## config.mk

```make
export PLATFORM = sky130hd
export DESIGN_NAME = at_urc_line_framer_unit_flat
export DESIGN_NICKNAME = d
export VERILOG_FILES = /design/src/hw/rtl/at_urc_pkg.sv /design/src/hw/rtl/at_urc_if.sv /design/src/hw/rtl/at_urc_line_framer_unit.sv /design/src/hw/rtl/at_urc_core.sv /design/src/flat_wrapper.sv
export SDC_FILE = /design/constraint.sdc
export NUM_CORES = 1
export LEC_CHECK = 0
export ABC_AREA = 1
export BUFFER_PORTS_ARGS = -buffer_cell sky130_fd_sc_hd__buf_2
export CORE_MARGIN = 2
export CORE_UTILIZATION = 55
export CTS_BUF_LIST = sky130_fd_sc_hd__clkbuf_8
export DETAILED_ROUTE_END_ITERATION = 10
export HOLD_SLACK_MARGIN = 0.02
export PLACE_DENSITY = 0.82
export SETUP_SLACK_MARGIN = 0.15
export SYNTH_ARGS = -nofsm -noshare
export SYNTH_HDL_FRONTEND = slang
export SYNTH_SLANG_ARGS = --single-unit
```

## constraint.sdc

```tcl
create_clock -name clk -period 3.14 [get_ports clk]
set_input_delay 0.471 -clock clk [delete_from_list [all_inputs] [get_ports clk]]
set_output_delay 0.471 -clock clk [all_outputs]
set_load 0.03 [all_outputs]
```

## src/hw/rtl/at_urc_pkg.sv

```systemverilog
`timescale 1ns / 1ps
package at_urc_pkg;

  localparam logic [7:0]  CH_CR    = 8'h0D;
  localparam logic [7:0]  CH_LF    = 8'h0A;
  localparam logic [7:0]  CH_PLUS  = 8'h2B;
  localparam logic [7:0]  CH_QUOTE = 8'h22;

  localparam logic        ACT_BYTE = 1'b0;
  localparam logic        ACT_TICK = 1'b1;

  localparam logic        KIND_BYTE  = 1'b0;
  localparam logic        KIND_ABORT = 1'b1;

  localparam logic [1:0]  HUNT_NONE = 2'd0;
  localparam logic [1:0]  HUNT_CR   = 2'd1;
  localparam logic [1:0]  HUNT_LF   = 2'd2;

  localparam int          PADDR_W   = 3;
  localparam logic        REG_TIMEOUT = 1'b0;
  localparam logic        REG_MAX_LEN = 1'b1;

  localparam logic [7:0]  TIMEOUT_RESET = 8'd5;
  localparam logic [11:0] MAX_LEN_RESET = 12'd2048;
  localparam logic [11:0] MIN_LEN       = 12'd3;

  typedef struct packed {
    logic       kind;
    logic [7:0] frame_byte;
    logic       first;
    logic       last;
  } word_t;

  typedef struct packed {
    logic  valid;
    logic  start;
    word_t word;
  } step_res_t;

endpackage

```

## src/hw/rtl/at_urc_if.sv

```systemverilog
`timescale 1ns / 1ps
interface at_urc_in_if;
  logic       valid;
  logic       ready;
  logic       action;
  logic [7:0] rx_byte;

  modport source (output valid, output action, output rx_byte, input ready);
  modport sink   (input valid, input action, input rx_byte, output ready);
endinterface

interface at_urc_out_if;
  logic       valid;
  logic       ready;
  logic       kind;
  logic [7:0] frame_byte;
  logic       first;
  logic       last;

  modport source (output valid, output kind, output frame_byte, output first,
                  output last, input ready);
  modport sink   (input valid, input kind, input frame_byte, input first,
                  input last, output ready);
endinterface

```

## src/hw/rtl/at_urc_line_framer_unit.sv

```systemverilog
`timescale 1ns / 1ps
// Line framer for unsolicited modem result lines. Takes one word per cycle
// (a received byte or a timer tick) while the output accepts, and delivers
// frame bytes, starting at the CR LF '+' that opens a line and ending with
// the LF of the first CR LF outside quotes, or a single abort word on timeout
// or overlength. Each input word is processed in the cycle it is accepted and
// its result is held in a one-word output register, so input and output run at
// one word per cycle while out_ch.ready is high. The only exception is the
// start of a frame: its three opening bytes leave the output register one
// after another, and input is held while the first two of them wait.
// Configuration: timeout_ticks at byte address 0, max_length at address 4.
module at_urc_line_framer_unit (
  input  logic                          clk,
  input  logic                          rst,
  at_urc_in_if.sink                     in_ch,
  at_urc_out_if.source                  out_ch,
  input  logic                          psel,
  input  logic                          penable,
  input  logic                          pwrite,
  input  logic [at_urc_pkg::PADDR_W-1:0] paddr,
  input  logic [31:0]                   pwdata,
  output logic [31:0]                   prdata,
  output logic                          pready
);
  import at_urc_pkg::*;

  logic [7:0]  timeout_ticks;
  logic [11:0] max_length;
  step_res_t   res;
  logic        in_accept;
  logic        out_take;
  logic        out_valid;
  word_t       out_word;
  logic [1:0]  pend;

  assign pready = 1'b1;

  always_ff @(posedge clk) begin
    if (rst) begin
      timeout_ticks <= TIMEOUT_RESET;
      max_length    <= MAX_LEN_RESET;
    end else if (psel && penable && pwrite) begin
      if (paddr[2] == REG_TIMEOUT) begin
        timeout_ticks <= pwdata[7:0];
      end else begin
        max_length <= pwdata[11:0];
      end
    end
  end

  always_comb begin
    case (paddr[2])
      REG_TIMEOUT: prdata = {24'd0, timeout_ticks};
      REG_MAX_LEN: prdata = {20'd0, max_length};
      default:     prdata = '0;
    endcase
  end

  assign out_take    = out_valid && out_ch.ready;
  assign in_ch.ready = !out_valid || (out_ch.ready && pend == 2'd0);
  assign in_accept   = in_ch.valid && in_ch.ready;

  at_urc_core u_core (
    .clk           (clk),
    .rst           (rst),
    .accept        (in_accept),
    .action        (in_ch.action),
    .rx_byte       (in_ch.rx_byte),
    .timeout_ticks (timeout_ticks),
    .max_length    (max_length),
    .res           (res)
  );

  always_ff @(posedge clk) begin
    if (rst) begin
      out_valid <= 1'b0;
      pend      <= 2'd0;
    end else if (in_accept && res.valid) begin
      out_valid <= 1'b1;
      pend      <= res.start ? 2'd2 : 2'd0;
    end else if (out_take) begin
      if (pend != 2'd0) begin
        pend <= pend - 2'd1;
      end else begin
        out_valid <= 1'b0;
      end
    end
  end

  always_ff @(posedge clk) begin
    if (in_accept && res.valid) begin
      out_word <= res.word;
    end else if (out_take && pend != 2'd0) begin
      out_word.kind       <= KIND_BYTE;
      out_word.frame_byte <= (pend == 2'd2) ? CH_LF : CH_PLUS;
      out_word.first      <= 1'b0;
      out_word.last       <= 1'b0;
    end
  end

  assign out_ch.valid      = out_valid;
  assign out_ch.kind       = out_word.kind;
  assign out_ch.frame_byte = out_word.frame_byte;
  assign out_ch.first      = out_word.first;
  assign out_ch.last       = out_word.last;

endmodule

```

## src/hw/rtl/at_urc_core.sv

```systemverilog
`timescale 1ns / 1ps
module at_urc_core (
  input  logic                  clk,
  input  logic                  rst,
  input  logic                  accept,
  input  logic                  action,
  input  logic [7:0]            rx_byte,
  input  logic [7:0]            timeout_ticks,
  input  logic [11:0]           max_length,
  output at_urc_pkg::step_res_t res
);
  import at_urc_pkg::*;

  logic [1:0]  hunt_stage, hunt_stage_next;
  logic        in_frame, in_frame_next;
  logic        in_quote, in_quote_next;
  logic        prev_was_cr, prev_was_cr_next;
  logic [11:0] frame_length, frame_length_next;
  logic [7:0]  idle_ticks, idle_ticks_next;

  logic [7:0]  tmo;
  logic [11:0] lim;
  logic [7:0]  idle_inc;
  logic        quote_new;

  assign tmo       = (timeout_ticks == 8'd0) ? 8'd1 : timeout_ticks;
  assign lim       = (max_length < MIN_LEN) ? MIN_LEN : max_length;
  assign idle_inc  = (idle_ticks == 8'hFF) ? idle_ticks : idle_ticks + 8'd1;
  assign quote_new = (rx_byte == CH_QUOTE) ? ~in_quote : in_quote;

  always_comb begin
    hunt_stage_next   = hunt_stage;
    in_frame_next     = in_frame;
    in_quote_next     = in_quote;
    prev_was_cr_next  = prev_was_cr;
    frame_length_next = frame_length;
    idle_ticks_next   = idle_ticks;
    res               = '0;
    if (action == ACT_TICK) begin
      if (in_frame || hunt_stage != HUNT_NONE) begin
        idle_ticks_next = idle_inc;
        if (idle_inc >= tmo) begin
          hunt_stage_next   = HUNT_NONE;
          in_frame_next     = 1'b0;
          in_quote_next     = 1'b0;
          prev_was_cr_next  = 1'b0;
          frame_length_next = '0;
          idle_ticks_next   = '0;
          if (in_frame) begin
            res.valid     = 1'b1;
            res.word.kind = KIND_ABORT;
          end
        end
      end
    end else begin
      idle_ticks_next = '0;
      if (!in_frame) begin
        if (hunt_stage == HUNT_LF && rx_byte == CH_PLUS) begin
          hunt_stage_next   = HUNT_NONE;
          in_frame_next     = 1'b1;
          in_quote_next     = 1'b0;
          prev_was_cr_next  = 1'b0;
          frame_length_next = MIN_LEN;
          res.valid         = 1'b1;
          res.start         = 1'b1;
          res.word.kind     = KIND_BYTE;
          res.word.frame_byte = CH_CR;
          res.word.first    = 1'b1;
        end else if (hunt_stage == HUNT_CR && rx_byte == CH_LF) begin
          hunt_stage_next = HUNT_LF;
        end else if (rx_byte == CH_CR) begin
          hunt_stage_next = HUNT_CR;
        end else begin
          hunt_stage_next = HUNT_NONE;
        end
      end else if (frame_length >= lim) begin
        hunt_stage_next   = HUNT_NONE;
        in_frame_next     = 1'b0;
        in_quote_next     = 1'b0;
        prev_was_cr_next  = 1'b0;
        frame_length_next = '0;
        res.valid         = 1'b1;
        res.word.kind     = KIND_ABORT;
      end else begin
        res.valid           = 1'b1;
        res.word.kind       = KIND_BYTE;
        res.word.frame_byte = rx_byte;
        if (rx_byte == CH_LF && prev_was_cr && !quote_new) begin
          hunt_stage_next   = HUNT_NONE;
          in_frame_next     = 1'b0;
          in_quote_next     = 1'b0;
          prev_was_cr_next  = 1'b0;
          frame_length_next = '0;
          res.word.last     = 1'b1;
        end else begin
          frame_length_next = frame_length + 12'd1;
          in_quote_next     = quote_new;
          prev_was_cr_next  = (rx_byte == CH_CR);
        end
      end
    end
  end

  always_ff @(posedge clk) begin
    if (rst) begin
      hunt_stage   <= HUNT_NONE;
      in_frame     <= 1'b0;
      in_quote     <= 1'b0;
      prev_was_cr  <= 1'b0;
      frame_length <= '0;
      idle_ticks   <= '0;
    end else if (accept) begin
      hunt_stage   <= hunt_stage_next;
      in_frame     <= in_frame_next;
      in_quote     <= in_quote_next;
      prev_was_cr  <= prev_was_cr_next;
      frame_length <= frame_length_next;
      idle_ticks   <= idle_ticks_next;
    end
  end

endmodule
```

## src/flat_wrapper.sv

```systemverilog
// flat-port wrapper written by rule: the top's interface ports become plain ports
module at_urc_line_framer_unit_flat import at_urc_pkg::*;
  (clk, rst, psel, penable, pwrite, paddr, pwdata, prdata, pready, in_ch_valid, in_ch_action, in_ch_rx_byte, in_ch_ready, out_ch_valid, out_ch_kind, out_ch_frame_byte, out_ch_first, out_ch_last, out_ch_ready);
  at_urc_in_if in_ch_i ();
  at_urc_out_if out_ch_i ();
  input  logic clk;
  input  logic rst;
  input  logic psel;
  input  logic penable;
  input  logic pwrite;
  input  logic [at_urc_pkg::PADDR_W-1:0] paddr;
  input  logic [31:0] pwdata;
  output logic [31:0] prdata;
  output logic pready;
  input wire logic [$bits(in_ch_i.valid)-1:0] in_ch_valid;
  input wire logic [$bits(in_ch_i.action)-1:0] in_ch_action;
  input wire logic [$bits(in_ch_i.rx_byte)-1:0] in_ch_rx_byte;
  output wire logic [$bits(in_ch_i.ready)-1:0] in_ch_ready;
  output wire logic [$bits(out_ch_i.valid)-1:0] out_ch_valid;
  output wire logic [$bits(out_ch_i.kind)-1:0] out_ch_kind;
  output wire logic [$bits(out_ch_i.frame_byte)-1:0] out_ch_frame_byte;
  output wire logic [$bits(out_ch_i.first)-1:0] out_ch_first;
  output wire logic [$bits(out_ch_i.last)-1:0] out_ch_last;
  input wire logic [$bits(out_ch_i.ready)-1:0] out_ch_ready;
  assign in_ch_i.valid = in_ch_valid;
  assign in_ch_i.action = in_ch_action;
  assign in_ch_i.rx_byte = in_ch_rx_byte;
  assign in_ch_ready = in_ch_i.ready;
  assign out_ch_valid = out_ch_i.valid;
  assign out_ch_kind = out_ch_i.kind;
  assign out_ch_frame_byte = out_ch_i.frame_byte;
  assign out_ch_first = out_ch_i.first;
  assign out_ch_last = out_ch_i.last;
  assign out_ch_i.ready = out_ch_ready;
  at_urc_line_framer_unit u_core (.clk(clk), .rst(rst), .in_ch(in_ch_i), .out_ch(out_ch_i), .psel(psel), .penable(penable), .pwrite(pwrite), .paddr(paddr), .pwdata(pwdata), .prdata(prdata), .pready(pready));
endmodule
```

==> results.sh <==
export IMPL_most_frequent_standard_cell_in_the_layout_excluding_fill_and_tap_cells="sky130_fd_sc_hd__nand2_1"
export IMPL_cp_cell_sequence="ha_2 -> nand3_1 -> nor2_2 -> inv_1 -> nand2_1 -> o21ai_1 -> ha_1 -> nand2_1 -> nor2_1 -> nor2_1 -> nand2_1 -> nand2_1 -> nand2_2 -> nand4_1 -> buf_4 -> a211oi_1"
export IMPL_n_antenna_cell=0
export IMPL_finalHoldViolCount=0
export IMPL_reg_to_reg_endpoint="u_core.out_ch.kind"
export IMPL_path_common_cell="sky130_fd_sc_hd__nand2_1"
export IMPL_timing_max_transition_violations_final=0
export IMPL_htreeDepth=3
export IMPL_cts_clk_slew_worst_paths_ns=0.08
export IMPL_final_nets=682
export IMPL_timing_critical_path_max_delay_family="simple AND/OR/NAND/NOR gates"
export IMPL_timing_critical_path_to_type="flop"
export IMPL_post_route_setup_slack_ns=0.397
export IMPL_regToRegSetupSlack_ns=0.40
export IMPL_grt_ovfl_total=0
export IMPL_worst_slew_pin_transition_ns=0.750
export IMPL_grt_use_met3=0.0514
export IMPL_worst_setup_path_type="flop to flop"
export IMPL_globalRouteMet1Util=0.292
export IMPL_fin_worst_skew_ns=0.0124
export IMPL_routed_via_density=5.25
export IMPL_placementRows=30
export IMPL_ant_nets=0
export IMPL_drt_initial_drc_count=222
export IMPL_whs_ns=0.355
export IMPL_rsz_0062_raised_after_global_routing="false"
export IMPL_vias=3632
export IMPL_synth_area_per_cell_sq_um=6.81
export IMPL_die_w_microns=86.6
export IMPL_r2r_cells=16
export IMPL_hold_path_class="primary input to flop"
export IMPL_startpoint_type_of_the_worst_setup_path="flop"
export IMPL_run_status="finished clean"
export IMPL_cts_path_max_buffers=2
export IMPL_post_drt_wl_per_cell_microns=12.4
export IMPL_placeableCoreArea_sq_mm=0.00668
export IMPL_setup_viol_count_final=0
export IMPL_grt_pass1_vias=3256
export IMPL_cts_inserted_buffers=9
export IMPL_detailedRoute_firstPassIterationCount=5
export IMPL_critical_path_n_buffers_inverters=2
export IMPL_tritoncts="done"
export IMPL_max_freq_ghz=0.365
export IMPL_clk_latency_ns=0.35
export IMPL_timing_setup_tns_ns=0
export IMPL_timing_rr_start="u_core.u_core.idle_ticks[0]"
export IMPL_layout_worst_path_cycle_share=0.873
export IMPL_ir_worst_vdd_v=0.000278
export IMPL_synth_seq_area_share=0.344
export IMPL_grt_pass1_wl_microns=14100
export IMPL_dieArea_sq_mm=0.00750
export IMPL_post_synth_num_cell_types=33
export IMPL_use_met2=0.394
export IMPL_grt_antenna_before_repair=0
export IMPL_area_growth_synth_to_final_pct=13.1
export IMPL_min_delay_start="pwdata[2]"
export IMPL_postRouteWirelength_microns=8580
export IMPL_synth_warnings=0
export IMPL_grt_start_max_net_pins=27
export IMPL_static_leakage_power_nw=2.05
export IMPL_port_buffers=53
export IMPL_layout_common_cells="sky130_fd_sc_hd__nand2_1 (131), sky130_fd_sc_hd__inv_1 (84), sky130_fd_sc_hd__nor2_1 (68), sky130_fd_sc_hd__buf_2 (53), sky130_fd_sc_hd__dfxtp_1 (48)"
export IMPL_layout_cells_sized_above_1=0.147
export IMPL_drv_max_cap_violation_count=0
export IMPL_synth_cells=551
export IMPL_globalRoute_busiestLayer="met2"
export IMPL_post_synthesis_register_bit_count=59
export IMPL_worstPathMaxFanout=7
export IMPL_initial_core_util=0.561
export IMPL_grt_util_all_layers=0.236
export IMPL_die_height_microns=86.6
export IMPL_slew_headroom=0.500
export IMPL_power_density_cell_area_mw_per_mm2=441
export IMPL_crit_path_max_incr_delay_ns=0.39
export IMPL_whs_endpoint="u_core.timeout_ticks[2]"
export IMPL_hold_path_depth=3
export IMPL_holdBufCountCts=0
export IMPL_pin_count=97
export IMPL_critPathRequiredTime_ns=3.28
export IMPL_detailedPlacementHpwl_microns=6340
export IMPL_route_detailed_drc=0
export IMPL_synth_cell_area_sq_mm=0.00375
export IMPL_final_min_clock_period_ns=2.74
export IMPL_clockRootBuffer="sky130_fd_sc_hd__clkbuf_8"
export IMPL_number_of_filler_instances_in_the_final_layout=610
export IMPL_dp_worst_setup_slack_ns=0.170
export IMPL_crit_slowest_cell="sky130_fd_sc_hd__dfxtp_1"
export IMPL_gpl_final_weighted_congestion=0.925
export IMPL_crit_arrival_ns=2.88
export IMPL_clock_sink_count=59
## flip-flops by register name, indices dropped and copies added (netlist names)
signal / cells
u_core.u_core.idle_ticks: 8
u_core.u_core.in_frame: 1
u_core.out_ch.last: 1
u_core.u_core.in_quote: 1
u_core.pend: 2
u_core.u_core.frame_length: 12
u_core.max_length: 12
u_core.out_ch.valid: 1
u_core.out_ch.kind: 1
u_core.timeout_ticks: 8
u_core.u_core.prev_was_cr: 1
u_core.out_ch.frame_byte: 8
u_core.u_core.hunt_stage: 2
u_core.out_ch.first: 1
## worst register-to-register path, delay by kind of cell, from the launching register on
kind	cells	cell delay [ns]
adder cells (fa/ha/maj)	2	0.52
AO/OA/AOI/OAI	2	0.36
AND/OR/NAND/NOR	10	0.95
flip-flops	1	0.39
buffers and inverters	2	0.33
## cell type report
type / count / area (sq um) / area share
clock inverter: 5 / 71.3 / 0.0168
timing repair buffer: 57 / 295 / 0.0696
sequential: 59 / 1290 / 0.304
multi-input combinational: 394 / 2010 / 0.473
inverter: 86 / 325 / 0.0767
clock buffer: 11 / 151 / 0.0357
tap: 80 / 100 / 0.0236
## cells by family (layout without fill, tap and decap cells)
| kind of cell | after synthesis | count (layout) | synth area share |
|---|---|---|---|
| adders and majority gates | 24 | 24 | 0.0801 |
| and+or+nand+nor | 253 | 253 | 0.287 |
| AOI/OAI and AO/OA | 86 | 86 | 0.121 |
| xor gates and xnor gates | 10 | 10 | 0.0234 |
| buffers and inverters | 117 | 159 | 0.143 |
| DFF | 59 | 59 | 0.344 |
| other | 2 | 21 | 0.00200 |
## through the flow
stage	instance area [sq um]	power, mW	instances	utilization
after floorplan	3820	1.05	570	-
after global placement	4000	1.09	675	0.599
after detailed placement	4000	1.10	675	0.599
after CTS	4230	1.88	691	0.632
after global routing	4240	1.95	692	0.635
final	4240	1.87	692	0.635
## how the worst max path moves through the flow
stage / depth (start not counted) / slack, ns / end / start
2_1_floorplan: 15 / 0.49 / u_core.out_ch.first / u_core.u_core.idle_ticks[0]
3_3_place_gp: 16 / 0.26 / u_core.pend[1] / u_core.u_core.idle_ticks[0]
3_5_place_dp: 16 / 0.17 / u_core.pend[1] / u_core.u_core.idle_ticks[0]
4_1_cts: 18 / 0.30 / u_core.u_core.frame_length[4] / u_core.u_core.idle_ticks[0]
5_1_grt: 19 / 0.12 / u_core.u_core.prev_was_cr / u_core.u_core.idle_ticks[0]
6_report: 16 / 0.40 / u_core.out_ch.kind / u_core.u_core.idle_ticks[0]
## cell usage after synthesis
master / instances / area, sq um
sky130_fd_sc_hd__nand2_2: 3 / 18.8
sky130_fd_sc_hd__nor3_2: 1 / 10.0
sky130_fd_sc_hd__nand2_1: 134 / 503
sky130_fd_sc_hd__o211ai_1: 2 / 15.0
sky130_fd_sc_hd__nand4_2: 1 / 12.5
sky130_fd_sc_hd__nand3_2: 2 / 20.0
sky130_fd_sc_hd__a21oi_1: 36 / 180
sky130_fd_sc_hd__buf_4: 21 / 158
sky130_fd_sc_hd__dfxtp_1: 48 / 961
sky130_fd_sc_hd__inv_1: 81 / 304
sky130_fd_sc_hd__nand3b_1: 1 / 7.51
sky130_fd_sc_hd__nor2_2: 1 / 6.26
sky130_fd_sc_hd__nand4_1: 13 / 81.3
sky130_fd_sc_hd__inv_2: 4 / 15.0
sky130_fd_sc_hd__buf_6: 2 / 22.5
sky130_fd_sc_hd__o21bai_1: 3 / 22.5
sky130_fd_sc_hd__a211oi_1: 2 / 15.0
sky130_fd_sc_hd__edfxtp_1: 11 / 330
sky130_fd_sc_hd__nor4_1: 4 / 25.0
sky130_fd_sc_hd__o41ai_1: 1 / 8.76
sky130_fd_sc_hd__xor2_1: 8 / 70.1
sky130_fd_sc_hd__conb_1: 2 / 7.51
sky130_fd_sc_hd__o21ai_1: 1 / 5.00
sky130_fd_sc_hd__clkbuf_1: 8 / 30.0
sky130_fd_sc_hd__o21ai_0: 40 / 200
sky130_fd_sc_hd__nor3_1: 5 / 25.0
sky130_fd_sc_hd__o22ai_1: 1 / 6.26
sky130_fd_sc_hd__nor2_1: 69 / 259
sky130_fd_sc_hd__nor2_4: 2 / 22.5
sky130_fd_sc_hd__nand3_1: 17 / 85.1
sky130_fd_sc_hd__ha_1: 24 / 300
sky130_fd_sc_hd__inv_4: 1 / 6.26
sky130_fd_sc_hd__xnor2_1: 2 / 17.5
## repair_timing
action | in CTS | in global routing
gates cloned | 0 | 0
gates resized for setup | 1 | 5
buffers inserted | 0 | 1
setup endpoints to repair | 1 | 37
pin swaps | 0 | 1
## layer usage
layer	up-vias	wire length, microns
li1	1827	-
met4	0	154
met3	21	429
met5	-	0
met1	1677	3760
met2	107	4230
## power by group
group / leakage [nW] / switching, mW / internal [mW] / total, mW
Combinational: 1.43 / 0.196 / 0.0809 / 0.277
Clock: 0.123 / 0.303 / 0.482 / 0.785
Sequential: 0.489 / 0.0159 / 0.794 / 0.810
Total: 2.05 / 0.515 / 1.36 / 1.87
Note: power is estimated with default switching activity, not from simulation.
